File: src/rtl/core/itoa_pkg.sv
package itoa_pkg;

    // top level sequencer states
    typedef enum logic [1:0] {
        ST_IDLE,
        ST_CONV,
        ST_XFER,
        ST_EMIT
    } top_state_t;

    // character emitter states
    typedef enum logic [1:0] {
        EM_IDLE,
        EM_TRIM,
        EM_SEND
    } emit_state_t;

    // control from the sequencer to the shift-add-3 converter
    typedef struct packed {
        logic load;
        logic step;
    } dab_ctrl_t;

    localparam logic [7:0] CHAR_ZERO  = 8'h30;
    localparam logic [7:0] CHAR_MINUS = 8'h2D;
    localparam logic [7:0] CHAR_NINE  = 8'h39;

endpackage

File: src/rtl/core/itoa_dabble.sv
module itoa_dabble #(
    parameter int VALUE_BITS = 32,
    parameter int NDIG       = 10
) (
    input  logic                    clk,
    input  itoa_pkg::dab_ctrl_t     ctrl,
    input  logic [VALUE_BITS-1:0]   value,
    output logic [NDIG*4-1:0]       bcd,
    output logic                    neg
);
    import itoa_pkg::*;

    logic [VALUE_BITS-1:0] mag_reg;
    logic [VALUE_BITS-1:0] mag_next;
    logic [NDIG*4-1:0]     bcd_reg;
    logic [NDIG*4-1:0]     bcd_next;
    logic                  neg_reg;
    logic                  neg_next;
    logic [NDIG*4-1:0]     adj;

    // add three to every digit of five or more before the shift
    always_comb
    begin
        for (int i = 0; i < NDIG; i++)
        begin
            if (bcd_reg[i*4 +: 4] >= 4'd5)
            begin
                adj[i*4 +: 4] = bcd_reg[i*4 +: 4] + 4'd3;
            end
            else
            begin
                adj[i*4 +: 4] = bcd_reg[i*4 +: 4];
            end
        end
    end

    // load magnitude, then shift one bit per step into the digits
    always_comb
    begin
        mag_next = mag_reg;
        bcd_next = bcd_reg;
        neg_next = neg_reg;
        if (ctrl.load)
        begin
            neg_next = value[VALUE_BITS-1];
            mag_next = value[VALUE_BITS-1] ? (~value + VALUE_BITS'(1)) : value;
            bcd_next = '0;
        end
        else if (ctrl.step)
        begin
            bcd_next = {adj[NDIG*4-2:0], mag_reg[VALUE_BITS-1]};
            mag_next = {mag_reg[VALUE_BITS-2:0], 1'b0};
        end
    end

    always_ff @(posedge clk)
    begin
        mag_reg <= mag_next;
        bcd_reg <= bcd_next;
        neg_reg <= neg_next;
    end

    assign bcd = bcd_reg;
    assign neg = neg_reg;

endmodule

File: src/rtl/core/itoa_emit.sv
module itoa_emit #(
    parameter int NDIG = 10
) (
    input  logic               clk,
    input  logic               rst_n,
    input  logic               load,
    input  logic               neg_in,
    input  logic [NDIG*4-1:0]  bcd_in,
    output logic               done,
    output logic               strobe,
    output logic [7:0]         out_char,
    output logic               last_char,
    output logic [3:0]         char_count
);
    import itoa_pkg::*;

    localparam int DCW = $clog2(NDIG + 1);
    localparam int SW  = (DCW + 1 > 4) ? DCW + 1 : 4;

    emit_state_t       state_reg;
    emit_state_t       state_next;
    logic [NDIG*4-1:0] bcd_reg;
    logic [NDIG*4-1:0] bcd_next;
    logic [DCW-1:0]    dcnt_reg;
    logic [DCW-1:0]    dcnt_next;
    logic              neg_reg;
    logic              neg_next;
    logic [3:0]        total_reg;
    logic [3:0]        total_next;
    logic [3:0]        top_digit;
    logic              lead_zero;
    logic              one_left;
    logic [SW-1:0]     total_sum;

    assign top_digit = bcd_reg[NDIG*4-1 -: 4];
    assign one_left  = (dcnt_reg == DCW'(1));
    assign lead_zero = (top_digit == 4'd0) && !one_left;
    assign total_sum = SW'(dcnt_reg) + SW'(neg_reg);

    // next state
    always_comb
    begin
        state_next = state_reg;
        unique case (state_reg)
            EM_IDLE:
            begin
                if (load)
                begin
                    state_next = EM_TRIM;
                end
            end
            EM_TRIM:
            begin
                if (!lead_zero)
                begin
                    state_next = EM_SEND;
                end
            end
            EM_SEND:
            begin
                if (!neg_reg && one_left)
                begin
                    state_next = EM_IDLE;
                end
            end
            default:
            begin
                state_next = EM_IDLE;
            end
        endcase
    end

    // datapath: drop leading zeros, then send one character per cycle
    always_comb
    begin
        bcd_next   = bcd_reg;
        dcnt_next  = dcnt_reg;
        neg_next   = neg_reg;
        total_next = total_reg;
        unique case (state_reg)
            EM_IDLE:
            begin
                if (load)
                begin
                    bcd_next  = bcd_in;
                    dcnt_next = DCW'(NDIG);
                    neg_next  = neg_in;
                end
            end
            EM_TRIM:
            begin
                if (lead_zero)
                begin
                    bcd_next  = {bcd_reg[NDIG*4-5:0], 4'd0};
                    dcnt_next = dcnt_reg - DCW'(1);
                end
                else
                begin
                    total_next = total_sum[3:0];
                end
            end
            EM_SEND:
            begin
                if (neg_reg)
                begin
                    neg_next = 1'b0;
                end
                else
                begin
                    bcd_next  = {bcd_reg[NDIG*4-5:0], 4'd0};
                    dcnt_next = dcnt_reg - DCW'(1);
                end
            end
            default:
            begin
            end
        endcase
    end

    // outputs
    always_comb
    begin
        strobe     = (state_reg == EM_SEND);
        done       = strobe && !neg_reg && one_left;
        char_count = total_reg;
        if (neg_reg)
        begin
            out_char  = CHAR_MINUS;
            last_char = 1'b0;
        end
        else
        begin
            out_char  = CHAR_ZERO + {4'd0, top_digit};
            last_char = one_left;
        end
    end

    always_ff @(posedge clk or negedge rst_n)
    begin
        if (!rst_n)
        begin
            state_reg <= EM_IDLE;
        end
        else
        begin
            state_reg <= state_next;
        end
    end

    always_ff @(posedge clk)
    begin
        bcd_reg   <= bcd_next;
        dcnt_reg  <= dcnt_next;
        neg_reg   <= neg_next;
        total_reg <= total_next;
    end

endmodule

File: src/rtl/core/signed_int_to_decimal_ascii_unit.sv
// signed integer to decimal ascii text
//
// input: raise start with a value while busy is low; the item is taken at
// that clock edge and busy stays high until its last character is out.
// output: each character appears for one cycle with strobe high, most
// significant first, a '-' ahead of the digits for a negative value.
// char_count holds the total text length on every character of an item and
// last_char marks the final one. the receiver cannot stall the output.
// conversion runs a shift-add-3 converter one magnitude bit per cycle,
// then drops leading zero digits one per cycle, then sends one character
// per cycle. the converter holds NDIG = 3*VALUE_BITS/10 + 1 digit slots,
// and the next item can be taken only after the last character of an
// item is out.
// reset clears the sequencers; the block then waits idle with busy low.
module signed_int_to_decimal_ascii_unit #(
    parameter int VALUE_BITS = 32
) (
    input  logic                         clk,
    input  logic                         rst_n,
    input  logic                         start,
    input  logic signed [VALUE_BITS-1:0] value,
    output logic                         busy,
    output logic                         strobe,
    output logic [7:0]                   out_char,
    output logic                         last_char,
    output logic [3:0]                   char_count
);
    import itoa_pkg::*;

    localparam int NDIG = (VALUE_BITS * 3) / 10 + 1;
    localparam int CW   = $clog2(VALUE_BITS);

    top_state_t        state_reg;
    top_state_t        state_next;
    logic [CW-1:0]     cnt_reg;
    logic [CW-1:0]     cnt_next;
    dab_ctrl_t         dab_ctrl;
    logic              emit_load;
    logic              emit_done;
    logic [NDIG*4-1:0] bcd;
    logic              neg;
    logic              last_bit;

    assign last_bit = (cnt_reg == CW'(VALUE_BITS - 1));

    // next state
    always_comb
    begin
        state_next = state_reg;
        unique case (state_reg)
            ST_IDLE:
            begin
                if (start)
                begin
                    state_next = ST_CONV;
                end
            end
            ST_CONV:
            begin
                if (last_bit)
                begin
                    state_next = ST_XFER;
                end
            end
            ST_XFER:
            begin
                state_next = ST_EMIT;
            end
            ST_EMIT:
            begin
                if (emit_done)
                begin
                    state_next = ST_IDLE;
                end
            end
            default:
            begin
                state_next = ST_IDLE;
            end
        endcase
    end

    // outputs and bit counter
    always_comb
    begin
        dab_ctrl  = '0;
        emit_load = 1'b0;
        cnt_next  = cnt_reg;
        busy      = (state_reg != ST_IDLE);
        unique case (state_reg)
            ST_IDLE:
            begin
                dab_ctrl.load = start;
                cnt_next      = '0;
            end
            ST_CONV:
            begin
                dab_ctrl.step = 1'b1;
                cnt_next      = cnt_reg + CW'(1);
            end
            ST_XFER:
            begin
                emit_load = 1'b1;
            end
            ST_EMIT:
            begin
            end
            default:
            begin
            end
        endcase
    end

    always_ff @(posedge clk or negedge rst_n)
    begin
        if (!rst_n)
        begin
            state_reg <= ST_IDLE;
            cnt_reg   <= '0;
        end
        else
        begin
            state_reg <= state_next;
            cnt_reg   <= cnt_next;
        end
    end

    // binary to digits, one bit per cycle
    itoa_dabble #(
        .VALUE_BITS (VALUE_BITS),
        .NDIG       (NDIG)
    ) u_dabble (
        .clk   (clk),
        .ctrl  (dab_ctrl),
        .value (value),
        .bcd   (bcd),
        .neg   (neg)
    );

    // digits to characters, one per cycle
    itoa_emit #(
        .NDIG (NDIG)
    ) u_emit (
        .clk        (clk),
        .rst_n      (rst_n),
        .load       (emit_load),
        .neg_in     (neg),
        .bcd_in     (bcd),
        .done       (emit_done),
        .strobe     (strobe),
        .out_char   (out_char),
        .last_char  (last_char),
        .char_count (char_count)
    );

    // characters only come out while an item is in flight
    a_strobe_busy: assert property (@(posedge clk) disable iff (!rst_n)
        strobe |-> busy)
        else $error("character strobe while idle");

    // nothing follows the last character of an item
    a_last_ends: assert property (@(posedge clk) disable iff (!rst_n)
        (strobe && last_char) |=> !strobe)
        else $error("strobe after last character");

    // characters of one item come back to back with one length
    a_count_held: assert property (@(posedge clk) disable iff (!rst_n)
        (strobe && !last_char) |=> (strobe && $stable(char_count)))
        else $error("gap or length change inside an item");

    // every character is a minus sign or a decimal digit
    a_char_legal: assert property (@(posedge clk) disable iff (!rst_n)
        strobe |-> (out_char == CHAR_MINUS ||
                    (out_char >= CHAR_ZERO && out_char <= CHAR_NINE)))
        else $error("character out of range");

endmodule

File: config.mk
export PLATFORM = sky130hd
export DESIGN_NAME = signed_int_to_decimal_ascii_unit
export DESIGN_NICKNAME = d
export VERILOG_FILES = /design/src/rtl/core/itoa_pkg.sv /design/src/rtl/core/itoa_dabble.sv /design/src/rtl/core/itoa_emit.sv /design/src/rtl/core/signed_int_to_decimal_ascii_unit.sv
export SDC_FILE = /design/constraint.sdc
export NUM_CORES = 1
export LEC_CHECK = 0
export ABC_CLOCK_PERIOD_IN_PS = 11000
export BUFFER_PORTS_ARGS = -buffer_cell sky130_fd_sc_hd__buf_2
export CORE_MARGIN = 4
export CORE_UTILIZATION = 55
export DETAILED_ROUTE_END_ITERATION = 16
export PLACE_DENSITY = 0.83
export SKIP_CTS_REPAIR_TIMING = 1
export SYNTH_ARGS = -nofsm -noshare
export SYNTH_HDL_FRONTEND = slang
export SYNTH_SLANG_ARGS = --single-unit
File: constraint.sdc
create_clock -name clk -period 11 [get_ports clk]
set_input_delay 2.2 -clock clk [delete_from_list [all_inputs] [get_ports clk]]
set_output_delay 2.2 -clock clk [all_outputs]
set_load 0.03 [all_outputs]
==> impl_results.md, run 1 <==
- Die H: about 120 um
- Largest net degree at the start of global routing: 66
- Clk Latency, worst-skew pair: roughly 420 ps
- Die X: 120 um
- Final worst-path cycle share: about 39%
- Clk buf depth: 2
- Initial antenna violation count: 0
- Row cnt: 40
- CP max FO: 5
- Net Sw Frac: 35.2%
- DP Worst Slack: about 6600 ps
- All-Layer GR Usage: 19.9%
- H-tree Lvls: 4
- Ranking of synthesized cells by area: edfxtp_1, dfxtp_1, ha_1
- Final ANT Viol Nets: 0
- Class of the tightest hold or removal check: register to register
- Final worst slack: 6660 ps
- Worst path cell trace: inv_1, ha_1, or3b_2, nor2_1, buf_2
- Crit path buf inv count: 2
- Worst-path clk slew: around 60 ps
- Status: finished, final reports clean
- Kind of end point of the critical path: primary output
- Starting Density: a little under three fifths
- # placed instances: 860
- Asr flop ratio synth: around 6.9%
- RSZ-0062 raised after global routing: false
- Avg Inst Size Synth: ~10 um^2
- Via count: about 5,000
- Max VDD drop: 0.000171 V
- Most frequent cells in the layout: nand2_1, edfxtp_1, o21ai_0
- Drt total wl: 13,600 um
- Top-area cell type share of the netlist area: between 30% and 40%
- Met3 wire length: between 700 and 800 um
- WL met1: about 5700 um
- Slew Limit Fails: 0
- Post-synth EDFFs: ~80
- Placed inst area: ~7300 um^2
- RD Place Congestion: around 0.87
- FF+latch count, synth: about 130
- Total grt overflow: 0
- Met2 Routed Length: around 7000 um
- Port Buffers: 46
- Die ar.: around 14,000 um^2
- Clock sinks: ~130
- Rel. slew slack: around 26%
- Drt first pass iters: 5
- Leak Pwr: about 3.2 nW
- Power Internal: around 1.6 mW
- HPWL Detailed: 8850 um
- Yosys warning count: 0
- CP delay by family, top: simple AND/OR/NAND/NOR gates
- Post-synthesis sequential area ratio: about half
- Diode count: 0
- Least-Margin Pin Slew: about 1100 ps
- Nets: slightly below 800
- I/O Pins: 50
- Clock Power Share: 24.7%
- Clk root buf: clkbuf_16
- Stages on worst setup path: 5
- Synthesis-to-finish area growth: 14.3%
- Num CTS Buffers: 17
- Switching pwr: between 0.8 and 0.9 mW
- Worst-case reg-to-reg path depth: 5
- Sum Neg Setup Slack: 0 ps
- # fillers: between 900 and 1,000
- First-pass GRT wire length: roughly 23,000 um
- Power Density: approximately 310 nW/um^2
- Commonest non-fill, non-tap cell in the layout: nand2_1
- Crit path launch type: register
- CP max-delay cell: or3b_2
- Final Setup Violations: 0
- CORE AREA: approximately 12,000 um^2
- DR DRC count: 0
- Uppermost layer routed: met4
- Design area: between 7000 and 8000 um^2
- Gate count after technology mapping: a little under 700
- Crit path time final: around 4300 ps
- Final std cells w/o fill: between 800 and 900
- Cell accounting for the most synthesized area: edfxtp_1
- Max Cap Viol: 0
- Logic pwr share: 35.2%
- WP data arrival: roughly 2100 ps
- Worst Path Required: ~9000 ps
- Netlist Area Pre-Place: a little under 7000 um^2
- Maximum clock rate: between 200 and 250 MHz
- Setup Skew: between 10 and 15 ps
- Wirelength per Cell: between 15 and 20 um
- Crit path largest cell delay: 500 ps
- Final Power: about 2.5 mW
- TritonCTS clock tree: yes
- Vias in the first global route: a little over 5,000
- CP Class: register to primary output
- Hold Path Depth: 2
- Flop pwr share: around two fifths
- Top FF cell, synth: edfxtp_1
- Distinct cells, synth: between 50 and 60
- Share of cells above drive strength 1: ~16%
- Final Hold Fails: 0
- Via density: 5.59
- Initial DRC Count: between 400 and 500
[layout make-up]
class / count / area, um^2 / share of cell area, %
clock buffers: 21 / 450 / 5.71
clock inverters: 11 / 184 / 2.33
inverters: 34 / 128 / 1.62
multi-input cells: 477 / 3170 / 40.2
flip-flops and latches: 131 / 3490 / 44.2
well taps: 168 / 210 / 2.66
repair buffers: 50 / 260 / 3.30
[worst paths after layout]
kind,startpoint,to,slack [ps]
setup / recovery,u_emit.dcnt_reg[1]$_SDFFCE_PP1P_,last_char,6660
hold / removal,u_dabble.mag_reg[31]$_DFFE_PP_,u_dabble.bcd[0]$_SDFFE_PP0N_,480
setup reg to reg,state_reg[1]$_DFFE_PN0P_,u_dabble.mag_reg[2]$_DFFE_PP_,7440
hold reg to reg,u_dabble.mag_reg[31]$_DFFE_PP_,u_dabble.bcd[0]$_SDFFE_PP0N_,480
max in group asynchronous,rst_n,u_emit.state_reg[0]$_DFFE_PN0P_,9190
min in group asynchronous,rst_n,cnt_reg[3]$_DFFE_PN0P_,1630
[tightest hold or removal path, delay by kind of cell (launching register included)]
kind | cells | cell delay [ps]
flip-flops | 1 | 320
multiplexers | 1 | 60
AND/OR/NAND/NOR | 1 | 70
[cell usage after synthesis (3+ instances only)]
cell type and instances:
o31ai_1 7, xor2_1 28, nand2_1 96, nor2b_1 7, buf_4 3, o21ai_0 75
nor2_1 27, mux2i_1 15, inv_1 33, ha_1 36, a21o_1 9, dfrtp_1 9
or2_2 4, mux2_2 20, nor4_1 5, nor3_1 5, edfxtp_1 82, a21oi_1 31
o211ai_1 9, xnor2_1 26, o41ai_1 7, dfxtp_1 40, nand2b_1 11, nand3_1 24
clkbuf_1 29
[cell families (layout without fill, tap and decap cells)]
group / count (synthesis) / count (layout) / synth area share (%)
AND/OR/NAND/NOR: 195 / 195 / 13.6
AO/OA/AOI/OAI: 154 / 154 / 13.2
flip-flops: 131 / 131 / 50.5
buffers and inverters: 67 / 116 / 3.80
XOR/XNOR: 54 / 54 / 6.85
adder cells (fa/ha/maj): 36 / 36 / 6.52
multiplexers: 35 / 35 / 5.43
other: 2 / 3 / 0.109
[power groups by stage]
stage,clock [mW],sequential [mW],combinational [mW]
after floorplan,0,0.993,0.661
after global placement,0,0.977,0.811
after detailed placement,0,0.991,0.863
after CTS,0.612,0.988,0.871
after global routing,0.637,1.01,0.974
final,0.606,0.987,0.866
[through the flow]
stage               util [%]  hold WS, ps
floorplan                  -          442
global placement        59.7          462
detailed placement      59.7          475
CTS                     64.9          488
global route            64.9          524
finish                  64.9          484
[metal layers]
layer / GRT usage (%) / up-vias
met5: 0 / -
met4: 8.02 / 0
met3: 4.71 / 20
met2: 34.9 / 135
met1: 23.6 / 2382
li1: - / 2453
Power figures use the tool's default switching activity.
==> run 2: changes to the inputs <==
--- a/config.mk
+++ b/config.mk
@@ -5,7 +5,7 @@
 export SDC_FILE = /design/constraint.sdc
 export NUM_CORES = 1
 export LEC_CHECK = 0
-export ABC_CLOCK_PERIOD_IN_PS = 11000
+export ABC_CLOCK_PERIOD_IN_PS = 4200
 export BUFFER_PORTS_ARGS = -buffer_cell sky130_fd_sc_hd__buf_2
 export CORE_MARGIN = 4
 export CORE_UTILIZATION = 55
==> constraint.sdc (replaced) <==
create_clock -name clk -period 4.2 [get_ports clk]
set_input_delay 0.84 -clock clk [delete_from_list [all_inputs] [get_ports clk]]
set_output_delay 0.84 -clock clk [all_outputs]
set_load 0.03 [all_outputs]
==> run 2 against run 1 <==
Die area is the same; sequential power rose to 2.6 times the previous value; count of clock-buffer cells in the layout down 2; critical path type unchanged.
==> impl_results.md, run 2 (synthesis results as in run 1) <==
- Maximum clock rate: between 300 and 400 MHz
- Die H: 120 um (unchanged)
- HPWL Detailed: 8860 um (was 8850 um)
- Starting Density: 56.8% (unchanged)
- Sum Neg Setup Slack: 0 ps (unchanged)
- Placed inst area: 7290 um^2 (was 7260 um^2)
- Clock sinks: 131 (unchanged)
- Drt first pass iters: 5 (unchanged)
- Final std cells w/o fill: 894 (was 892)
- Wirelength per Cell: 15.2 um (was 15.3 um)
- R2R Setup Slk: 1560 ps (was 7440 ps)
- Net Sw Frac: 36.2% (was 35.2%)
- Initial DRC Count: 409 (was 449)
- Slew Limit Fails: 0 (unchanged)
- First-pass GRT wire length: 23,500 um (was 23,300 um)
- RSZ-0062 raised after global routing: false (unchanged)
- Die X: 120 um (unchanged)
- Clk root buf: clkbuf_16 (unchanged)
- Row cnt: 40 (unchanged)
- CP Class: register to primary output (unchanged)
- Final ANT Viol Nets: 0 (unchanged)
- Crit path time final: roughly 3000 ps
- Final Hold Fails: 0 (unchanged)
- Initial antenna violation count: 0 (unchanged)
- Num CTS Buffers: 17 (unchanged)
- H-tree Lvls: 4 (unchanged)
- Nets: 784 (was 782)
- Port Buffers: 46 (unchanged)
- Total grt overflow: 0 (unchanged)
- RD Place Congestion: 0.855 (was 0.869)
- Rel. slew slack: 31.5% (was 25.7%)
- Via count: 5,022 (was 4,990)
- Power Density: 807 nW/um^2 (was 312 nW/um^2)
- Worst-path clk slew: 60 ps (about the same)
- Reg-to-Reg End: u_emit.bcd_reg[26]$_DFFE_PP_ (was u_dabble.mag_reg[2]$_DFFE_PP_)
- Flop pwr share: 40.8% (was 40.1%)
- Via density: 5.62 (was 5.59)
- Commonest non-fill, non-tap cell in the layout: nand2_1 (unchanged)
- Class of the tightest hold or removal check: input port to asynchronous set/reset pin (was register to register)
- Least-Margin Pin Slew: 1030 ps (was 1110 ps)
- TritonCTS clock tree: yes (unchanged)
- Switching pwr: 2.30 mW (was 0.866 mW)
- Power Internal: 4.06 mW (was 1.59 mW)
- CORE AREA: 12,200 um^2 (unchanged)
- Clock Power Share: 23.2% (was 24.7%)
- Setup Skew: 8.85 ps (was 12.5 ps)
- Synthesis-to-finish area growth: 14.1% (was 14.3%)
- Worst Path Required: 3360 ps (was 8800 ps)
- Drt total wl: 13,600 um (about the same)
- Share of cells above drive strength 1: 16.8% (was 16.2%)
- I/O Pins: 50 (unchanged)
- Vias in the first global route: 5,074 (was 5,081)
- # fillers: 911 (was 901)
- All-Layer GR Usage: 20.2% (was 19.9%)
- Diode count: 0 (unchanged)
- WP data arrival: 2170 ps (was 2140 ps)
- CP max FO: 5 (unchanged)
- Max Cap Viol: 0 (unchanged)
- Clk buf depth: 2 (unchanged)
- Max VDD drop: 0.000421 V (was 0.000171 V)
- Design area: 7880 um^2 (was 7890 um^2)
- Critical R2R Launch: u_emit.dcnt_reg[1]$_SDFFCE_PP1P_ (was state_reg[1]$_DFFE_PN0P_)
- Most frequent cells in the layout: nand2_1, edfxtp_1, o21ai_0 (unchanged)
- Worst-case reg-to-reg path depth: 6 (was 5)
- DR DRC count: 0 (unchanged)
- Final worst-path cycle share: between 70% and 80%
- Logic pwr share: 36.0% (was 35.2%)
- Kind of end point of the critical path: primary output (unchanged)
- Leak Pwr: 3.14 nW (was 3.15 nW)
- Largest net degree at the start of global routing: 63 (was 66)
- Status: finished, final reports clean (unchanged)
- Die ar.: 14,400 um^2 (unchanged)
- Crit path launch type: register (unchanged)
- # placed instances: 862 (was 860)
- Clk Latency, worst-skew pair: 420 ps (about the same)
- Final Setup Violations: 0 (unchanged)
-- run 2: cell types whose count changed in the layout (fill, tap and decap cells not counted), sizes merged --
cell and change:
inv +2, buf +2, bufinv -2, clkbuf -2, clkinv +1, clkinvlp +1
-- run 2: cell type report --
| cell class | count | area, um^2 | area share, % |
|---|---|---|---|
| Clock buffer | 19 | 433 | 5.49 |
| Clock inverter | 13 | 159 | 2.02 |
| Inverter | 34 | 128 | 1.62 |
| Multi-Input combinational cell | 477 | 3190 | 40.5 |
| Sequential cell | 131 | 3490 | 44.3 |
| Tap cell | 168 | 210 | 2.67 |
| Timing Repair Buffer | 52 | 275 | 3.49 |
-- run 2: worst max-delay path by stage --
stage | slack [ps] | end | startpoint | cells after the start
after global placement | 1270 | u_dabble.mag_reg[20]$_DFFE_PP_ | value[0] | 8
after floorplan | 1030 | u_emit.bcd_reg[0]$_SDFFCE_PN0P_ | u_emit.dcnt_reg[0]$_SDFFCE_PP0P_ | 4
after CTS | 1190 | last_char | u_emit.dcnt_reg[1]$_SDFFCE_PP1P_ | 5
final | 1190 | last_char | u_emit.dcnt_reg[1]$_SDFFCE_PP1P_ | 5
after global routing | 1100 | last_char | u_emit.dcnt_reg[1]$_SDFFCE_PP1P_ | 5
after detailed placement | 1190 | u_dabble.mag_reg[20]$_DFFE_PP_ | value[0] | 8
-- run 2: through the flow --
| step | power, mW | setup slack, ps | hold slack (ps) | utilization, % |
|---|---|---|---|---|
| 2_1_floorplan | 4.29 | 1030 | 442 | - |
| 3_3_place_gp | 4.71 | 1270 | 463 | 59.9 |
| 3_5_place_dp | 4.88 | 1190 | 474 | 59.9 |
| 4_1_cts | 6.40 | 1190 | 252 | 64.8 |
| 5_1_grt | 6.81 | 1100 | 272 | 64.8 |
| 6_report | 6.36 | 1190 | 270 | 64.8 |
-- run 2: power groups by stage --
stage / Combinational, mW / Sequential [mW] / Clock (mW)
after floorplan: 1.76 / 2.53 / 0
after global placement: 2.15 / 2.56 / 0
after detailed placement: 2.27 / 2.60 / 0
after CTS: 2.31 / 2.59 / 1.50
after global routing: 2.58 / 2.66 / 1.56
final: 2.29 / 2.59 / 1.48
-- run 2: metal layers --
layer | track usage (%) | part of all wire [%] | up-vias
met5 | 0 | 0 | -
met4 | 8.88 | 2.2 | 0
met3 | 5.18 | 4.5 | 29
met2 | 34.2 | 50 | 134
met1 | 24.4 | 43 | 2393
li1 | - | - | 2466
-- run 2: critical path, stage by stage (launching register included) --
cell,delay (ps)
edfxtp_1,450
inv_1,110
ha_1,140
or3b_2,490
nor2_1,300
buf_2,270
